`config.mk`:
```
export PLATFORM = sky130hd
export DESIGN_NAME = line_editor_with_word_wrap_core
export DESIGN_NICKNAME = d
export VERILOG_FILES = /design/src/hdl/lned_pkg.sv /design/src/hdl/line_editor_with_word_wrap_core.sv
export SDC_FILE = /design/constraint.sdc
export NUM_CORES = 1
export LEC_CHECK = 0
export BUFFER_PORTS_ARGS = -buffer_cell sky130_fd_sc_hd__buf_2
export CAP_MARGIN = 15
export CORE_ASPECT_RATIO = 1.5
export CORE_UTILIZATION = 38
export DETAILED_ROUTE_END_ITERATION = 6
export GPL_TIMING_DRIVEN = 1
export PLACE_DENSITY = 0.64
export SYNTH_ARGS = -nofsm -noshare
export SYNTH_HDL_FRONTEND = slang
export SYNTH_SLANG_ARGS = --single-unit
```
`constraint.sdc`:
```
create_clock -name clk -period 8.1 [get_ports clk]
set_clock_uncertainty 0.15 [all_clocks]
set_input_delay 1.62 -clock clk [delete_from_list [all_inputs] [get_ports clk]]
set_output_delay 1.62 -clock clk [all_outputs]
set_load 0.03 [all_outputs]
```
`src/hdl/lned_pkg.sv`:
```
// ============================================================================
// Line editor package
// Result kinds, field widths, register indexes, reset values and character constants for the line editor.
// ============================================================================
`timescale 1ns / 1ps
`default_nettype none

package lned_pkg;

    // Result kinds carried on the command channel.
    localparam logic [2:0] KIND_ECHO    = 3'd0;
    localparam logic [2:0] KIND_ERASE   = 3'd1;
    localparam logic [2:0] KIND_NEWLINE = 3'd2;
    localparam logic [2:0] KIND_BELL    = 3'd3;
    localparam logic [2:0] KIND_END     = 3'd4;

    // Field widths of one result, and the width of a stored character.
    localparam int KIND_W        = 3;
    localparam int CHAR_W        = 8;
    localparam int STORE_W       = 7;
    localparam int ERASE_COUNT_W = 6;

    // Register indexes on the configuration port.
    localparam logic [1:0] REG_ERASE      = 2'd0;
    localparam logic [1:0] REG_WORD_ERASE = 2'd1;
    localparam logic [1:0] REG_KILL       = 2'd2;
    localparam logic [1:0] REG_EOF        = 2'd3;

    // Register reset values.
    localparam logic [7:0] ERASE_RESET      = 8'd127;
    localparam logic [7:0] WORD_ERASE_RESET = 8'd23;
    localparam logic [7:0] KILL_RESET       = 8'd21;
    localparam logic [7:0] EOF_RESET        = 8'd4;

    // Character classes.
    localparam logic [7:0] SPACE_CHAR     = 8'h20;
    localparam logic [7:0] PRINT_LOW      = 8'h20;
    localparam logic [7:0] PRINT_HIGH     = 8'h7E;
    localparam logic [6:0] SPACE_STORED   = 7'h20;

endpackage

`default_nettype wire

```
`src/hdl/line_editor_with_word_wrap_core.sv`:
```
// ============================================================================
// Line editor with word wrap
// Keeps a line of printable characters, answers received bytes with echo,
// erase, newline, bell and end commands, and moves the last word to a new line when the line is full.
// ============================================================================
//
//   Channel   Direction  Handshake            Payload
//   --------  ---------  -------------------  ---------------------------------
//   rx        in         rx_valid / rx_stall  rx_byte
//   cmd       out        cmd_valid/cmd_stall  kind, char_value, erase_count, last
//   apb       in/out     psel, penable        paddr, pwdata, prdata, pready
//
// A plain byte, erase or kill passes through decode and emit; a kill on an
// empty line goes back to idle from decode. Word erase and wrap walk the line
// backward through the single read port of the line store, a read and a check
// for each character, and a wrap then copies the word forward, a read and an
// echo for each character.
// Reset clears the length and restores the control characters; the line
// store is not cleared. A stall on cmd holds the sequencer until the
// result register empties; rx is taken only while the sequencer is idle.
//
`timescale 1ns / 1ps
`default_nettype none

module line_editor_with_word_wrap_core #(
    parameter int LINE_MAX = 40
) (
    input  wire logic        clk,
    input  wire logic        rst_n,

    input  wire logic        rx_valid,
    output logic             rx_stall,
    input  wire logic [7:0]  rx_byte,

    output logic             cmd_valid,
    input  wire logic        cmd_stall,
    output logic [2:0]       kind,
    output logic [7:0]       char_value,
    output logic [5:0]       erase_count,
    output logic             last,

    input  wire logic        psel,
    input  wire logic        penable,
    input  wire logic        pwrite,
    input  wire logic [3:0]  paddr,
    input  wire logic [31:0] pwdata,
    output logic [31:0]      prdata,
    output logic             pready
);

    localparam int LW = $clog2(LINE_MAX + 1);
    localparam int AW = (LINE_MAX > 2) ? $clog2(LINE_MAX) : 1;
    localparam int SW = lned_pkg::STORE_W;
    localparam int CW = lned_pkg::ERASE_COUNT_W;

    // Sequencer state codes.
    localparam logic [3:0] S_IDLE    = 4'd0;
    localparam logic [3:0] S_DECODE  = 4'd1;
    localparam logic [3:0] S_RD      = 4'd2;
    localparam logic [3:0] S_CHK     = 4'd3;
    localparam logic [3:0] S_FIN     = 4'd4;
    localparam logic [3:0] S_EMIT    = 4'd5;
    localparam logic [3:0] S_W_ECHO  = 4'd6;
    localparam logic [3:0] S_W_ERASE = 4'd7;
    localparam logic [3:0] S_W_NL    = 4'd8;
    localparam logic [3:0] S_C_RD    = 4'd9;
    localparam logic [3:0] S_C_ECHO  = 4'd10;
    localparam logic [3:0] S_C_LAST  = 4'd11;

    // Control registers.
    logic [7:0]    erase_char_reg, word_erase_char_reg, kill_char_reg, eof_char_reg;

    // Sequencer registers.
    logic [3:0]    state_reg, state_next;
    logic [LW-1:0] len_reg, len_next;
    logic [LW-1:0] idx_reg, idx_next;
    logic [LW-1:0] wend_reg, wend_next;
    logic [LW-1:0] j_reg, j_next;
    logic          phase_reg, phase_next;
    logic          wrap_reg, wrap_next;
    logic [7:0]    byte_reg, byte_next;
    logic [2:0]    pk_kind_reg, pk_kind_next;
    logic [CW-1:0] pk_cnt_reg, pk_cnt_next;

    // Result register.
    logic          out_valid_reg, out_valid_next;
    logic [2:0]    kind_reg, kind_next;
    logic [7:0]    char_reg, char_next;
    logic [CW-1:0] cnt_reg, cnt_next;
    logic          last_reg, last_next;

    // Line store and its ports.
    logic [SW-1:0] line_mem [LINE_MAX];
    logic [SW-1:0] rdata_reg;
    logic          mem_we, mem_re;
    logic [AW-1:0] mem_waddr, mem_raddr;
    logic [SW-1:0] mem_wdata;

    // Helpers.
    logic          out_free, out_load;
    logic [2:0]    ld_kind;
    logic [7:0]    ld_char;
    logic [CW-1:0] ld_cnt;
    logic          ld_last;
    logic [LW-1:0] idx_m1, wlen, src_idx;
    logic          rd_space, printable, cfg_write;

    // ------------------------------------------------------------------------
    // Configuration port.
    assign pready    = 1'b1;
    assign cfg_write = psel && penable && pwrite;

    always_ff @(posedge clk or negedge rst_n)
    begin
        if (!rst_n)
        begin
            erase_char_reg      <= lned_pkg::ERASE_RESET;
            word_erase_char_reg <= lned_pkg::WORD_ERASE_RESET;
            kill_char_reg       <= lned_pkg::KILL_RESET;
            eof_char_reg        <= lned_pkg::EOF_RESET;
        end
        else if (cfg_write)
        begin
            case (paddr[3:2])
                lned_pkg::REG_ERASE:      erase_char_reg      <= pwdata[7:0];
                lned_pkg::REG_WORD_ERASE: word_erase_char_reg <= pwdata[7:0];
                lned_pkg::REG_KILL:       kill_char_reg       <= pwdata[7:0];
                lned_pkg::REG_EOF:        eof_char_reg        <= pwdata[7:0];
                default:                  ;
            endcase
        end
    end

    always_comb
    begin
        case (paddr[3:2])
            lned_pkg::REG_ERASE:      prdata = {24'd0, erase_char_reg};
            lned_pkg::REG_WORD_ERASE: prdata = {24'd0, word_erase_char_reg};
            lned_pkg::REG_KILL:       prdata = {24'd0, kill_char_reg};
            lned_pkg::REG_EOF:        prdata = {24'd0, eof_char_reg};
            default:                  prdata = 32'd0;
        endcase
    end

    // ------------------------------------------------------------------------
    // Line store: one write port and one registered read port.
    always_ff @(posedge clk)
    begin
        if (mem_we)
        begin
            line_mem[mem_waddr] <= mem_wdata;
        end
        if (mem_re)
        begin
            rdata_reg <= line_mem[mem_raddr];
        end
    end

    // ------------------------------------------------------------------------
    // Shared scan arithmetic.
    assign idx_m1    = idx_reg - LW'(1);
    assign wlen      = wend_reg - idx_reg + LW'(1);
    assign src_idx   = idx_reg + j_reg;
    assign rd_space  = (rdata_reg == lned_pkg::SPACE_STORED);
    assign printable = byte_reg inside {[lned_pkg::PRINT_LOW:lned_pkg::PRINT_HIGH]};
    assign out_free  = !out_valid_reg || !cmd_stall;
    assign rx_stall  = (state_reg != S_IDLE);

    // ------------------------------------------------------------------------
    // Sequencer.
    always_comb
    begin
        state_next   = state_reg;
        len_next     = len_reg;
        idx_next     = idx_reg;
        wend_next    = wend_reg;
        j_next       = j_reg;
        phase_next   = phase_reg;
        wrap_next    = wrap_reg;
        byte_next    = byte_reg;
        pk_kind_next = pk_kind_reg;
        pk_cnt_next  = pk_cnt_reg;
        out_load     = 1'b0;
        ld_kind      = lned_pkg::KIND_ECHO;
        ld_char      = 8'd0;
        ld_cnt       = '0;
        ld_last      = 1'b0;
        mem_we       = 1'b0;
        mem_waddr    = '0;
        mem_wdata    = '0;
        mem_re       = 1'b0;
        mem_raddr    = '0;

        case (state_reg)
            S_IDLE:
            begin
                if (rx_valid)
                begin
                    byte_next  = rx_byte;
                    state_next = S_DECODE;
                end
            end

            // Classify the byte; most requests settle with a single result.
            S_DECODE:
            begin
                pk_kind_next = lned_pkg::KIND_BELL;
                pk_cnt_next  = '0;
                state_next   = S_EMIT;
                if (byte_reg == eof_char_reg && len_reg == '0)
                begin
                    pk_kind_next = lned_pkg::KIND_END;
                end
                else if (printable)
                begin
                    if (len_reg < LW'(LINE_MAX))
                    begin
                        mem_we       = 1'b1;
                        mem_waddr    = len_reg[AW-1:0];
                        mem_wdata    = byte_reg[SW-1:0];
                        len_next     = len_reg + LW'(1);
                        pk_kind_next = lned_pkg::KIND_ECHO;
                    end
                    else if (byte_reg != lned_pkg::SPACE_CHAR)
                    begin
                        idx_next   = len_reg;
                        phase_next = 1'b0;
                        wrap_next  = 1'b1;
                        state_next = S_RD;
                    end
                end
                else if (byte_reg == erase_char_reg)
                begin
                    if (len_reg != '0)
                    begin
                        len_next     = len_reg - LW'(1);
                        pk_kind_next = lned_pkg::KIND_ERASE;
                        pk_cnt_next  = CW'(1);
                    end
                end
                else if (byte_reg == word_erase_char_reg)
                begin
                    if (len_reg != '0)
                    begin
                        idx_next   = len_reg;
                        phase_next = 1'b0;
                        wrap_next  = 1'b0;
                        state_next = S_RD;
                    end
                end
                else if (byte_reg == kill_char_reg)
                begin
                    if (len_reg != '0)
                    begin
                        pk_kind_next = lned_pkg::KIND_ERASE;
                        pk_cnt_next  = CW'(len_reg);
                        len_next     = '0;
                    end
                    else
                    begin
                        state_next = S_IDLE;
                    end
                end
            end

            // Backward scan: read the character left of the index.
            S_RD:
            begin
                mem_re     = 1'b1;
                mem_raddr  = idx_m1[AW-1:0];
                state_next = S_CHK;
            end

            // Skip trailing spaces, then the word in front of them.
            S_CHK:
            begin
                state_next = S_RD;
                if (!phase_reg)
                begin
                    idx_next = idx_m1;
                    if (!rd_space)
                    begin
                        phase_next = 1'b1;
                        wend_next  = idx_reg;
                    end
                    if (idx_m1 == '0)
                    begin
                        state_next = S_FIN;
                    end
                end
                else if (!rd_space)
                begin
                    idx_next = idx_m1;
                    if (idx_m1 == '0)
                    begin
                        state_next = S_FIN;
                    end
                end
                else
                begin
                    state_next = S_FIN;
                end
            end

            // A wrap needs a word that starts past column zero.
            S_FIN:
            begin
                if (wrap_reg)
                begin
                    if (idx_reg == '0)
                    begin
                        pk_kind_next = lned_pkg::KIND_BELL;
                        pk_cnt_next  = '0;
                        state_next   = S_EMIT;
                    end
                    else
                    begin
                        state_next = S_W_ECHO;
                    end
                end
                else
                begin
                    pk_kind_next = lned_pkg::KIND_ERASE;
                    pk_cnt_next  = CW'(len_reg - idx_reg);
                    len_next     = idx_reg;
                    state_next   = S_EMIT;
                end
            end

            S_EMIT:
            begin
                if (out_free)
                begin
                    out_load = 1'b1;
                    ld_kind  = pk_kind_reg;
                    ld_char  = (pk_kind_reg == lned_pkg::KIND_ECHO) ? byte_reg : 8'd0;
                    ld_cnt   = pk_cnt_reg;
                    ld_last  = 1'b1;
                    state_next = S_IDLE;
                end
            end

            S_W_ECHO:
            begin
                if (out_free)
                begin
                    out_load   = 1'b1;
                    ld_kind    = lned_pkg::KIND_ECHO;
                    ld_char    = byte_reg;
                    j_next     = '0;
                    state_next = S_W_ERASE;
                end
            end

            S_W_ERASE:
            begin
                if (out_free)
                begin
                    out_load   = 1'b1;
                    ld_kind    = lned_pkg::KIND_ERASE;
                    ld_cnt     = CW'(wlen);
                    state_next = S_W_NL;
                end
            end

            S_W_NL:
            begin
                if (out_free)
                begin
                    out_load   = 1'b1;
                    ld_kind    = lned_pkg::KIND_NEWLINE;
                    state_next = S_C_RD;
                end
            end

            // Forward copy of the word to the start of the line.
            S_C_RD:
            begin
                mem_re     = 1'b1;
                mem_raddr  = src_idx[AW-1:0];
                state_next = S_C_ECHO;
            end

            S_C_ECHO:
            begin
                if (out_free)
                begin
                    out_load  = 1'b1;
                    ld_kind   = lned_pkg::KIND_ECHO;
                    ld_char   = {1'b0, rdata_reg};
                    mem_we    = 1'b1;
                    mem_waddr = j_reg[AW-1:0];
                    mem_wdata = rdata_reg;
                    j_next    = j_reg + LW'(1);
                    state_next = (j_reg + LW'(2) == wlen) ? S_C_LAST : S_C_RD;
                end
            end

            // The received byte closes the new line.
            S_C_LAST:
            begin
                if (out_free)
                begin
                    out_load   = 1'b1;
                    ld_kind    = lned_pkg::KIND_ECHO;
                    ld_char    = byte_reg;
                    ld_last    = 1'b1;
                    mem_we     = 1'b1;
                    mem_waddr  = j_reg[AW-1:0];
                    mem_wdata  = byte_reg[SW-1:0];
                    len_next   = wlen;
                    state_next = S_IDLE;
                end
            end

            default:
            begin
                state_next = S_IDLE;
            end
        endcase

        // Result register update.
        out_valid_next = out_valid_reg && cmd_stall;
        kind_next      = kind_reg;
        char_next      = char_reg;
        cnt_next       = cnt_reg;
        last_next      = last_reg;
        if (out_load)
        begin
            out_valid_next = 1'b1;
            kind_next      = ld_kind;
            char_next      = ld_char;
            cnt_next       = ld_cnt;
            last_next      = ld_last;
        end
    end

    // ------------------------------------------------------------------------
    // Control state.
    always_ff @(posedge clk or negedge rst_n)
    begin
        if (!rst_n)
        begin
            state_reg     <= S_IDLE;
            len_reg       <= '0;
            out_valid_reg <= 1'b0;
        end
        else
        begin
            state_reg     <= state_next;
            len_reg       <= len_next;
            out_valid_reg <= out_valid_next;
        end
    end

    // Payload and scan registers.
    always_ff @(posedge clk)
    begin
        idx_reg     <= idx_next;
        wend_reg    <= wend_next;
        j_reg       <= j_next;
        phase_reg   <= phase_next;
        wrap_reg    <= wrap_next;
        byte_reg    <= byte_next;
        pk_kind_reg <= pk_kind_next;
        pk_cnt_reg  <= pk_cnt_next;
        kind_reg    <= kind_next;
        char_reg    <= char_next;
        cnt_reg     <= cnt_next;
        last_reg    <= last_next;
    end

    assign cmd_valid   = out_valid_reg;
    assign kind        = kind_reg;
    assign char_value  = char_reg;
    assign erase_count = cnt_reg;
    assign last        = last_reg;

`ifndef SYNTH
    // The line never grows past its capacity.
    a_len_bound: assert property (@(posedge clk) disable iff (!rst_n)
        len_reg <= LW'(LINE_MAX))
        else $error("line length exceeds capacity");

    // An accepted byte is decoded in the next cycle.
    a_accept_decode: assert property (@(posedge clk) disable iff (!rst_n)
        (rx_valid && !rx_stall) |=> (state_reg == S_DECODE))
        else $error("accepted byte not decoded");

    // Only echo results carry a character.
    a_char_only_echo: assert property (@(posedge clk) disable iff (!rst_n)
        (cmd_valid && kind != lned_pkg::KIND_ECHO) |-> (char_value == 8'd0))
        else $error("character on a non-echo result");

    // The word copy never runs past the end of the word.
    a_copy_bound: assert property (@(posedge clk) disable iff (!rst_n)
        (state_reg == S_C_ECHO) |-> (j_reg + LW'(1) < wlen))
        else $error("word copy ran past the word");
`endif

endmodule

`default_nettype wire
```
==> Yosys cells after proc, flatten, opt, wreduce, memory -nomap -nowiden <==
Memory sizes are Yosys's and may differ from the RTL's. A register that Yosys moved wholly into a read port is not among the register bits.
Index checks and enable logic that the tools add are counted.
{ "word_totals": {"ff_bits": 98, "ram_bits": 280, "input_bits": 51, "out_inout_bits": 53, "elab_cells": 232, "n_memories": 1} }
{ "op_classes": {"add_sub_neg": 9, "order_cmp": 3, "n_eq_ne": 43, "muxes": 114, "bitwise_logic": 3, "reduce_logical": 40} }
{ "memory_table": {"columns": ["memory", "depth", "width", "read_ports", "rd_ports_with_merged_regs", "write_ports", "line", "rtl"], "rows": [
  ["line_mem", 40, 7, 1, 1, 1, "line_editor_with_word_wrap_core.sv:93", "logic [SW-1:0] line_mem [LINE_MAX];"]
]} }
{ "op_table": {"columns": ["op", "count"], "rows": [
  ["2-to-1 mux 6 bit", 35],
  ["one-hot mux 32 bit (4 select lines)", 1],
  ["one-hot mux 6 bit (2 select lines)", 6],
  ["2-to-1 mux 4 bit", 13],
  ["one-hot mux 4 bit (11 select lines)", 1],
  ["2-to-1 mux 3 bit", 14],
  ["2-to-1 mux 7 bit", 6],
  ["== test 8 bit", 4],
  ["2-to-1 mux 8 bit", 3],
  ["inequality test 3 bit, second input constant", 8],
  ["one-hot mux 8 bit (3 select lines)", 1],
  ["2-to-1 mux 1 bit", 23],
  ["one-hot mux 7 bit (3 select lines)", 1],
  ["inequality test 2 bit, second input constant", 10],
  ["adder 6 x 1 -> 6 bit, second input constant", 3],
  ["zero test 6 bit", 3],
  ["one-hot mux 6 bit (3 select lines)", 1],
  ["== test 4 x 3 -> 1 bit, second input constant", 4],
  ["== test 4 bit, second input constant", 4],
  ["AND reduction 8 bit", 2],
  ["AND reduction 7 bit", 2],
  ["AND reduction 2 bit", 6],
  ["subtractor 6 x 1 -> 6 bit, second input constant", 2],
  ["subtractor 6 bit", 2],
  ["other kinds (33)", 57]
]} }

==> Logic depth before layout (Yosys ltp) <==
Gate-level depths: netlist (run 1).
{ "depth": {"word_depth": 8, "mapped_depth": 13, "depth_no_buf": 13} }

==> Least setup slack after synthesis (run 1) <==
Ideal clock, no wire load.
{ "synth_path": {"path_type": "input port to output port", "start": "input port paddr[2]", "end": "output port prdata[0]", "arrival_time_ns": 2.756, "required_time_ns": 6.330, "setup_slack_ns": 3.574, "stages": 2, "path_cell_list": "clkbuf_1 mux4_2"} }
{ "synth_via": {"elab_chain_len": 2} }
{ "synth_lines": {"columns": ["element", "line", "rtl"], "rows": [
  ["start: declaration", "line_editor_with_word_wrap_core.sv:45", "input wire logic [3:0] paddr,"],
  ["== test 2 bit, or another cell as far along", "line_editor_with_word_wrap_core.sv:136", "case (paddr[3:2])"],
  ["one-hot mux 32 bit (4 select lines) (*)", "line_editor_with_word_wrap_core.sv:136", null],
  ["end: declaration", "line_editor_with_word_wrap_core.sv:47", "output logic [31:0] prdata,"]
]} }
Mark *: on every way between the ends. The rest lies on a longest branch, timed or not. The select of a mux whose other input is x is not followed.

==> Worst setup path after layout (run 1) <==
{ "layout_path": {"start": "register len_reg[0]", "end": "memory line_mem[6][4] (netlist name) (enable)"} }
{ "layout_via": {"elab_chain_len": 7} }
{ "layout_lines": {"columns": ["element", "line", "rtl"], "rows": [
  ["start: declaration", "line_editor_with_word_wrap_core.sv:75", "logic [LW-1:0] len_reg, len_next;"],
  ["start signal: assignment", "line_editor_with_word_wrap_core.sv:451", "len_reg <= len_next;"],
  ["< comparator 6 bit", "line_editor_with_word_wrap_core.sv:216", "if (len_reg < LW'(LINE_MAX))"],
  ["2-to-1 mux 1 bit", "line_editor_with_word_wrap_core.sv:216", null],
  ["2-to-1 mux 1 bit", "line_editor_with_word_wrap_core.sv:214", "else if (printable)"],
  ["2-to-1 mux 1 bit", "line_editor_with_word_wrap_core.sv:210", "if (byte_reg == eof_char_reg && len_reg == '0)"],
  ["one-hot mux 1 bit (2 select lines)", "line_editor_with_word_wrap_core.sv:194", "case (state_reg)"],
  ["2-to-1 mux 1 bit", "line_editor_with_word_wrap_core.sv:149", "if (mem_we)"],
  ["2-to-1 mux 1 bit (implied by the code)", "line_editor_with_word_wrap_core.sv:151", "line_mem[mem_waddr] <= mem_wdata;"],
  ["end: declaration", "line_editor_with_word_wrap_core.sv:93", null]
]} }
Several ways; a longest one is shown, not always the timed one.

==> results of run 1 <==
Yosys cell counts, drive strengths merged (4+ instances only):
cell / count / area share
a2111oi: 6 / 0.0030
a211o: 4 / 0.0020
a211oi: 28 / 0.012
a21o: 5 / 0.0021
a21oi: 27 / 0.0076
a22o: 25 / 0.012
a22oi: 4 / 0.0017
a31oi: 17 / 0.0060
and2: 19 / 0.0067
and3: 9 / 0.0032
buf: 58 / 0.022
clkbuf: 39 / 0.0083
dfrtp: 28 / 0.039
dfstp: 15 / 0.022
edfxtp: 342 / 0.58
ha: 26 / 0.018
inv: 26 / 0.0055
mux2: 37 / 0.023
mux2i: 62 / 0.035
mux4: 40 / 0.051
nand2: 78 / 0.016
nand2b: 5 / 0.0018
nand3: 19 / 0.0054
nand4: 11 / 0.0039
nor2: 75 / 0.016
nor2b: 4 / 0.0014
nor3: 19 / 0.0054
nor4: 5 / 0.0018
o21ai: 33 / 0.0093
o221ai: 4 / 0.0020
o22ai: 29 / 0.011
or3: 5 / 0.0018
or4: 14 / 0.0059
xnor2: 40 / 0.020
xor2: 21 / 0.010
worst max-delay path, stage by stage, from the launching register on:
cell     delay (ns)
dfrtp_1        0.51
inv_1          0.24
ha_1           0.22
nor3b_1        0.33
nand2_1        0.30
or3_1          0.64
and3_1         0.37
a22oi_1        0.23
nand3_1        0.42
nor2_1         0.71
per-layer routing:
layer	track usage	up-vias	share of wire
met5	0	-	0
met1	0.200	5277	0.38
met2	0.327	360	0.53
met3	0.0218	92	0.042
li1	-	4810	-
met4	0.0836	0	0.044
where the power goes:
part	internal, mW	total, mW	switching (mW)
logic	0.957	2.54	1.58
registers	2.52	2.78	0.262
clock network	1.02	1.76	0.744
total	4.49	7.08	2.59
path summary, 6_finish.rpt:
kind | start | cells past startpoint | to | slack, ns
worst min-delay path | pk_cnt_reg[3] | 2 | erase_count[3] | 0.40
worst max-delay path | len_reg[0] | 9 | line_mem[6][4] | 3.57
max in group asynchronous | rst_n | 1 | eof_char_reg[6] | 6.00
worst max register to register | len_reg[0] | 9 | line_mem[6][4] | 3.57
min in group asynchronous | rst_n | 1 | len_reg[2] | 1.11
worst min register to register | pk_cnt_reg[3] | 2 | erase_count[3] | 0.40
cells by family after synthesis:
| logic type | count (synthesis) | share of synthesized area |
|---|---|---|
| other | 2 | 0.000423 |
| XOR/XNOR | 61 | 0.0301 |
| AND/OR/NAND/NOR | 281 | 0.0781 |
| multiplexers | 139 | 0.109 |
| adder cells (fa/ha/maj) | 29 | 0.0217 |
| AO/OA/AOI/OAI | 215 | 0.0850 |
| buffers and inverters | 123 | 0.0354 |
| flip-flops | 385 | 0.640 |
layout make-up:
type / instances / area share
sequential: 385 / 0.577
multi-input combinational: 750 / 0.298
clock buffer: 46 / 0.0531
tap: 588 / 0.0374
timing repair buffer: 68 / 0.0200
clock inverter: 20 / 0.00928
inverter: 26 / 0.00496
==> out/metrics.cfg, run 1 <==
[power]
ir_worst_vdd_mv = 0.186
power_mw = 7.08
leakage_nw = 6.64
p_per_area_nw_per_um2 = 359

[timing]
fmaxAchievable_mhz = 221
fin_crit_ns = 4.53
slew_headroom = 0.214
final-setup-viol-count = 0
tightestPinTransition_ns = 1.16
hold_ws_ns = 0.400
slew_violations = 0
rsz0062_at_grt = no
setup_slack_ns = 3.57
finalSetupTns_ns = 0
hold_viol = 0
min_period_over_period = 0.559

[route]
dr.pass1.iters = 5
drt_iter0_markers = 939
drt-total-wl_um = 41800
num_vias = 10539
wire_per_inst_um = 22.2
drc = 0
avgViaCountPerCell = 5.60
ant_nets = 0

[critical_path]
worst_setup_path_start_kind = register
end_kind = register
path_max_fanout = 10
cp.required_ns = 8.11
worstSetupPathType = register to register
arrival_ns = 4.53

[clocking]
cts_resized = 0
postCtsSetupRepairBufs = 0
path_clk_slew_ns = 0.07
ctsLongestPathBuffers = 3
cts_hold_buf = 0
h-tree-depth = 2
cts_made_buffers = 38
root_buffer = clkbuf_16
cts.sinks = 385
cts_tree = yes
worstSkewPairLatency_ns = 0.53

[final_layout]
final_area_um2 = 19700
largest_reg_flops = 280
drive_gt1_frac = 0.171
ff_latch_area_um2 = 11400
fill_cells = 4075
postLayoutCoreUtil = 0.429
finalNonFillerCells = 1883
antennaDiodeCount = 0
largest_register = line_mem
finalNetCount = 1349
multi_input_area_um2 = 5870
final_cell_mix = 342 x edfxtp_1, 78 x nand2_1, 75 x nor2_1
area_delta_synth_final_pct = 10.9
final_common_cell = edfxtp_1

[global_routing]
grt_overflow = 0
grt_antenna_before_repair = 0
gr-usage-all-layers = 0.177
first_global_vias = 10866
grt_pass1_wl_um = 63800
grt_max_degree = 81

[synthesis]
ys_async_sr_fraction = 0.112
synth_warnings = 0
synth-seq-area-share = 0.640
synth_ff_type = edfxtp_1
avgSynthCellArea_um2 = 14.4
synthCells = 1235
syn_area_um2 = 17800
synth_cell_type_count = 71
ys_ff_latch = 385
synth_edf_count = 342

[placed_design]
dp_hpwl_um = 28600
port_buffers = 52
pre_cts_slack_ns = 3.54
globalplace.congestion = 0.899
place_inst = 1816
place_area_um2 = 18500

[die]
die_w_um = 179
die_height_um = 267
initial_core_util = 0.387
num_rows = 96
core_region_area_um2 = 45900
io_pins = 104
fp.dieArea_um2 = 47600

[run_status]
status = completed

[flow_run]
drv_cap = 0

[hold_path]
hold_path_class = register to register

No activity file was read; power rests on OpenSTA's default activity.
==> run 2: changes to the inputs <==
==> constraint.sdc (replaced) <==
create_clock -name clk -period 4.35 [get_ports clk]
set_clock_uncertainty 0.15 [all_clocks]
set_input_delay 0.87 -clock clk [delete_from_list [all_inputs] [get_ports clk]]
set_output_delay 0.87 -clock clk [all_outputs]
set_load 0.03 [all_outputs]
==> out/metrics.cfg, run 2 (synthesis results as in run 1) <==
[clocking]
cts_tree = yes
cts_hold_buf = 0  ; unchanged
path_clk_slew_ns = 0.06  ; about the same
h-tree-depth = 2  ; unchanged
root_buffer = clkbuf_16
worstSkewPairLatency_ns = 0.53  ; about the same
cts_made_buffers = 36  ; -5.3%
cts.sinks = 385  ; unchanged
cts_resized = 0  ; unchanged
ctsLongestPathBuffers = 3  ; unchanged
postCtsSetupRepairBufs = 0  ; unchanged

[die]
fp.dieArea_um2 = 47600  ; unchanged
die_height_um = 267  ; unchanged
core_region_area_um2 = 45900  ; unchanged
num_rows = 96  ; unchanged
io_pins = 104  ; unchanged
die_w_um = 179  ; unchanged
initial_core_util = 0.387  ; unchanged

[final_layout]
final_area_um2 = 20200  ; +2.8%
antennaDiodeCount = 0  ; unchanged
finalNetCount = 1429  ; +5.9%
largest_reg_flops = 280  ; unchanged
largest_register = line_mem
area_delta_synth_final_pct = 13.9
drive_gt1_frac = 0.215  ; +0.0439
final_cell_mix = 342 x edfxtp_1, 93 x buf_4, 78 x nand2_1
final_common_cell = edfxtp_1

[timing]
min_period_over_period = 0.955  ; +0.396
finalSetupTns_ns = 0  ; unchanged
slew_violations = 0  ; unchanged
hold_viol = 0  ; unchanged
final-setup-viol-count = 0  ; unchanged
slew_headroom = 0.270  ; +0.0560
fin_crit_ns = 4.15  ; -0.374 ns
rsz0062_at_grt = no
tightestPinTransition_ns = 1.10  ; -0.0676 ns
hold_ws_ns = 0.364  ; -0.0362 ns
fmaxAchievable_mhz = 241  ; +9.0%

[power]
leakage_nw = 7.02  ; +5.6%
ir_worst_vdd_mv = 0.271  ; +46%
p_per_area_nw_per_um2 = 660  ; +84%

[run_status]
status = completed

[flow_run]
drv_cap = 0  ; unchanged

[global_routing]
grt_max_degree = 47  ; -42%
gr-usage-all-layers = 0.184  ; +0.00666
grtUsageMet1 = 0.205  ; +0.00457
busiest_layer = met2
met2_usage = 0.336  ; +0.00922
grt_pass1_wl_um = 65700  ; +3.1%
grt_overflow = 0  ; unchanged
first_global_vias = 11027  ; +1.5%
use_met3 = 0.0234  ; +0.00157
grt_antenna_before_repair = 0  ; unchanged

[route]
drt_iter0_markers = 804  ; -14%
num_vias = 10938  ; +3.8%
wire_per_inst_um = 21.8  ; -1.6%
drt-total-wl_um = 42900  ; +2.5%
ant_nets = 0  ; unchanged
dr.pass1.iters = 5  ; unchanged
drc = 0  ; unchanged
avgViaCountPerCell = 5.57  ; -0.44%

[placed_design]
globalplace.congestion = 0.988  ; +9.9%
dp_hpwl_um = 30100  ; +5.1%
port_buffers = 52  ; unchanged
place_area_um2 = 19100  ; +3.6%

[critical_path]
cpMaxStageDelayCell = mux4_2
arrival_ns = 4.24  ; -0.29 ns
worst_setup_path_start_kind = register
r2r_start = idx_reg[0]
max_stage_delay_ns = 0.55  ; -0.16 ns
end_kind = register
path_max_fanout = 12  ; +2
worstSetupPathType = register to register
rrSetupSlack_ns = 0.20  ; -3.38 ns
cp.required_ns = 4.44  ; -3.67 ns
startpoint = idx_reg[0]
path_cells = inv_1 -> ha_1 -> or4b_1 -> a21oi_4 -> buf_12 -> mux4_2 -> a22o_1 -> a2111oi_0 -> a211oi_1

[hold_path]
min-delay-start = rx_byte[1]
hold_path_class = input pin to register

run 2: cell count changes in the layout (fill, tap and decap cells not counted):
| cell | previous run | this run |
|---|---|---|
| buf_12 | 1 | 5 |
| buf_4 | 15 | 93 |
| bufinv_16 | 3 | 2 |
| clkbuf_1 | 5 | 11 |
| clkbuf_16 | 41 | 37 |
| clkinv_2 | 7 | 5 |
| clkinvlp_4 | 2 | 0 |
| inv_6 | 1 | 2 |
run 2: worst paths after layout:
check | end | depth (start not counted)
worst max-delay path | rdata_reg[3] | 9
worst min-delay path | byte_reg[1] | 1
worst max register to register | rdata_reg[3] | 9
worst min register to register | erase_count[2] | 2
max in group asynchronous | eof_char_reg[4] | 1
min in group asynchronous | len_reg[4] | 1
run 2: worst max-delay path: cells and delay by family, from the launching register on:
family | cells | cell delay, ns
AND/OR/NAND/NOR | 1 | 0.54
buffers and inverters | 2 | 0.37
adder cells (fa/ha/maj) | 1 | 0.35
flip-flops | 1 | 0.48
AO/OA/AOI/OAI | 4 | 1.41
multiplexers | 1 | 0.55
run 2: area by class of cell:
cell class,count,area (µm²)
Timing Repair Buffer,150,1060
Sequential cell,385,11400
Clock buffer,48,967
Clock inverter,16,136
Fill cell,4106,25700
Multi-Input combinational cell,750,5870
Tap cell,588,736
Inverter,26,97.6
run 2: where the power goes:
group,switching [mW],internal (mW),total [mW]
clock,1.32,1.69,3.02
combinational,3.28,2.08,5.36
sequential,0.294,4.68,4.98
run 2: stage by stage:
step	utilization	power [mW]	setup WS (ns)	instances
2_1_floorplan	-	8.48	0.794	1258
6_report	0.441	13.3	0.198	1963
3_3_place_gp	0.417	10.3	0.392	1899
4_1_cts	0.441	13.4	0.210	1963
3_5_place_dp	0.417	10.4	0.225	1899
5_1_grt	0.441	14.0	0.0997	1963
run 2: metal layers:
| metal | vias to the layer above | wire, µm |
|---|---|---|
| li1 | 4971 | - |
| met1 | 5477 | 15600 |
| met2 | 371 | 23000 |
| met3 | 119 | 1970 |
| met4 | 0 | 2330 |
| met5 | - | 0 |
==> run 3: changes to the inputs <==
--- a/config.mk
+++ b/config.mk
@@ -5,13 +5,15 @@
 export SDC_FILE = /design/constraint.sdc
 export NUM_CORES = 1
 export LEC_CHECK = 0
-export BUFFER_PORTS_ARGS = -buffer_cell sky130_fd_sc_hd__buf_2
+export ABC_AREA = 1
 export CAP_MARGIN = 15
 export CORE_ASPECT_RATIO = 1.5
 export CORE_UTILIZATION = 38
 export DETAILED_ROUTE_END_ITERATION = 6
+export DONT_BUFFER_PORTS = 1
 export GPL_TIMING_DRIVEN = 1
-export PLACE_DENSITY = 0.64
+export MAX_ROUTING_LAYER = met4
+export PLACE_DENSITY = 0.62
 export SYNTH_ARGS = -nofsm -noshare
 export SYNTH_HDL_FRONTEND = slang
 export SYNTH_SLANG_ARGS = --single-unit
==> out/metrics.cfg, run 3 <==
[run_status]
status = completed

[route]
wire_per_inst_um = 18.8  ; -14%
avgViaCountPerCell = 5.17  ; -7.2%
ant_nets = 0  ; unchanged
drc = 0  ; unchanged
drt_iter0_markers = 1177  ; +46%
num_vias = 13554  ; +24%
dr.pass1.iters = 5  ; unchanged
drt-total-wl_um = 49400  ; +15%

[timing]
slew_violations = 0  ; unchanged
finalSetupTns_ns = 0  ; unchanged
final-setup-viol-count = 0  ; unchanged
rsz0062_at_grt = no
tightestPinTransition_ns = 1.25  ; +0.156 ns
slew_headroom = 0.165  ; -0.104
setup_slack_ns = 0.675  ; +0.477 ns
fmaxAchievable_mhz = 272  ; +13%
min_period_over_period = 0.845  ; -0.110
fin_crit_ns = 3.68  ; -0.477 ns
hold_viol = 0  ; unchanged

[critical_path]
arrival_ns = 3.71  ; -0.53 ns
cp.required_ns = 4.38  ; -0.06 ns
rrSetupSlack_ns = 0.67  ; +0.48 ns
worst_setup_path_start_kind = register
r2r_start = len_reg[0]
rr_worst_depth = 10  ; +1
path_max_fanout = 15  ; +3
worstSetupPathType = register to register
end_kind = register
r2r-end = line_mem[4][3]

[global_routing]
first_global_vias = 13550  ; +23%
gr-usage-all-layers = 0.202  ; +0.0180
grt_max_degree = 106  ; +130%
grt_pass1_wl_um = 76900  ; +17%
grt_antenna_before_repair = 0  ; unchanged
grt_overflow = 0  ; unchanged

[power]
leakage_nw = 8.31  ; +18%
ir_worst_vdd_mv = 0.368  ; +36%
p_per_area_nw_per_um2 = 574  ; -13%

[clocking]
path_clk_slew_ns = 0.07  ; about the same
cts_tree = yes
root_buffer = clkbuf_16
ctsLongestPathBuffers = 3  ; unchanged
h-tree-depth = 2  ; unchanged
cts_resized = 0  ; unchanged
cts_made_buffers = 37  ; +2.8%
worstSkewPairLatency_ns = 0.55  ; +0.02 ns
cts.sinks = 385  ; unchanged

[final_layout]
finalNetCount = 2011  ; +41%
postLayoutCoreUtil = 0.424  ; -0.0173
largest_reg_flops = 280  ; unchanged
antennaDiodeCount = 0  ; unchanged
area_delta_synth_final_pct = 10.0
final_common_cell = nand2_1
final_cell_mix = 395 x nand2_1, 342 x edfxtp_1, 296 x nand3_1
drive_gt1_frac = 0.0720  ; -0.143
largest_register = line_mem

[synthesis]
synthCells = 1939  ; +57%
synth.most_common_cell = nand2_1
synth_cell_type_count = 49  ; -31%
avgSynthCellArea_um2 = 9.84  ; -32%
synth_ff_type = edfxtp_1
ys_async_sr_fraction = 0.112  ; unchanged
ys_ff_latch = 385  ; unchanged
yosys.area.top_type = edfxtp_1
syn_area_um2 = 19100  ; +7.4%
synth.area.top_cells = edfxtp_1 54%, nand2_1 7.8%, nand3_1 7.8%
synth_warnings = 0  ; unchanged
synth_top_area_frac = 0.538  ; -0.0401
synth_edf_count = 342  ; unchanged
synth-seq-area-share = 0.596  ; -0.0444
synth_common_cells = 395 x nand2_1, 342 x edfxtp_1, 296 x nand3_1

[die]
num_rows = 100  ; +4.2%
fp.dieArea_um2 = 51100  ; +7.4%
die_w_um = 185  ; +3.6%
io_pins = 104  ; unchanged
die_height_um = 276  ; +3.6%
initial_core_util = 0.385  ; -0.00192
core_region_area_um2 = 49500  ; +8.0%

[placed_design]
port_buffers = 0  ; -100%
globalplace.congestion = 0.919  ; -7.0%
dp_hpwl_um = 32800  ; +9.2%
pre_cts_slack_ns = 0.659  ; +0.434 ns

[flow_run]
drv_cap = 0  ; unchanged

[hold_path]
hold_path_class = input pin to asynchronous set/reset pin

==> run 3: logic make-up after synthesis <==
logic type / count (synthesis) / synth area share
AO/OA/AOI/OAI: 167 / 0.0511
XOR/XNOR: 49 / 0.0225
adder cells (fa/ha/maj): 29 / 0.0202
buffers and inverters: 348 / 0.0790
flip-flops: 385 / 0.596
other: 2 / 0.000394
AND/OR/NAND/NOR: 959 / 0.231
==> run 3: worst max-delay path by stage <==
stage                     from               to  slack (ns)  cells past startpoint
floorplan           len_reg[1]   line_mem[0][0]        1.29                      7
global placement    len_reg[0]  line_mem[12][0]        0.73                     10
detailed placement  len_reg[0]  line_mem[12][0]        0.66                     10
CTS                 len_reg[0]  line_mem[12][6]        0.64                     10
global route        len_reg[0]  line_mem[20][6]        0.34                     10
finish              len_reg[0]   line_mem[4][3]        0.67                     10
==> run 3: layer usage <==
layer / global-route usage / wire length (µm) / part of all wire
met1: 0.218 / 18500 / 0.37
met2: 0.360 / 26300 / 0.53
met3: 0.0229 / 2050 / 0.042
met4: 0.102 / 2540 / 0.051
met5: - / 0 / 0
==> run 3: area by class of cell <==
| class | count | area [µm²] |
|---|---|---|
| fillers | 4713 | 28600 |
| repair buffers | 41 | 340 |
| clock inverters | 24 | 299 |
| multi-input cells | 1229 | 6320 |
| well taps | 663 | 830 |
| inverters | 237 | 890 |
| clock buffers | 43 | 948 |
| flip-flops and latches | 385 | 11400 |
==> run 3: where the power goes <==
part | internal [mW] | switching [mW]
sequential | 4.63 | 0.418
combinational | 1.06 | 2.58
clock | 1.94 | 1.43
total | 7.63 | 4.43
==> run 3: metrics by stage <==
step           power (mW)  hold slack (ns)  instances  cell area [µm²]
6_report             12.1           0.0137       2622            21000
5_1_grt              12.7           0.0199       2622            21000
4_1_cts              12.1          0.00589       2622            21000
3_5_place_dp         8.73            0.349       2554            19700
3_3_place_gp         8.66            0.343       2554            19700
2_1_floorplan        7.60            0.274       1962            19200
==> run 3: timing repair <==
| item | CTS | global route |
|---|---|---|
| buffers inserted | 0 | 0 |
| hold buffers | 1 | 0 |
| hold endpoints to repair | 43 | 0 |
==> run 3: critical path: stages (launching register included) <==
cell and delay (ns):
dfrtp_1 0.46, inv_1 0.17, ha_1 0.20, nand3_1 0.16, nor3_4 0.28, nand4_1 0.30, nand4_1 0.17, nand2_1 0.33
inv_1 0.22, nand2_1 0.27, nor2_1 0.60
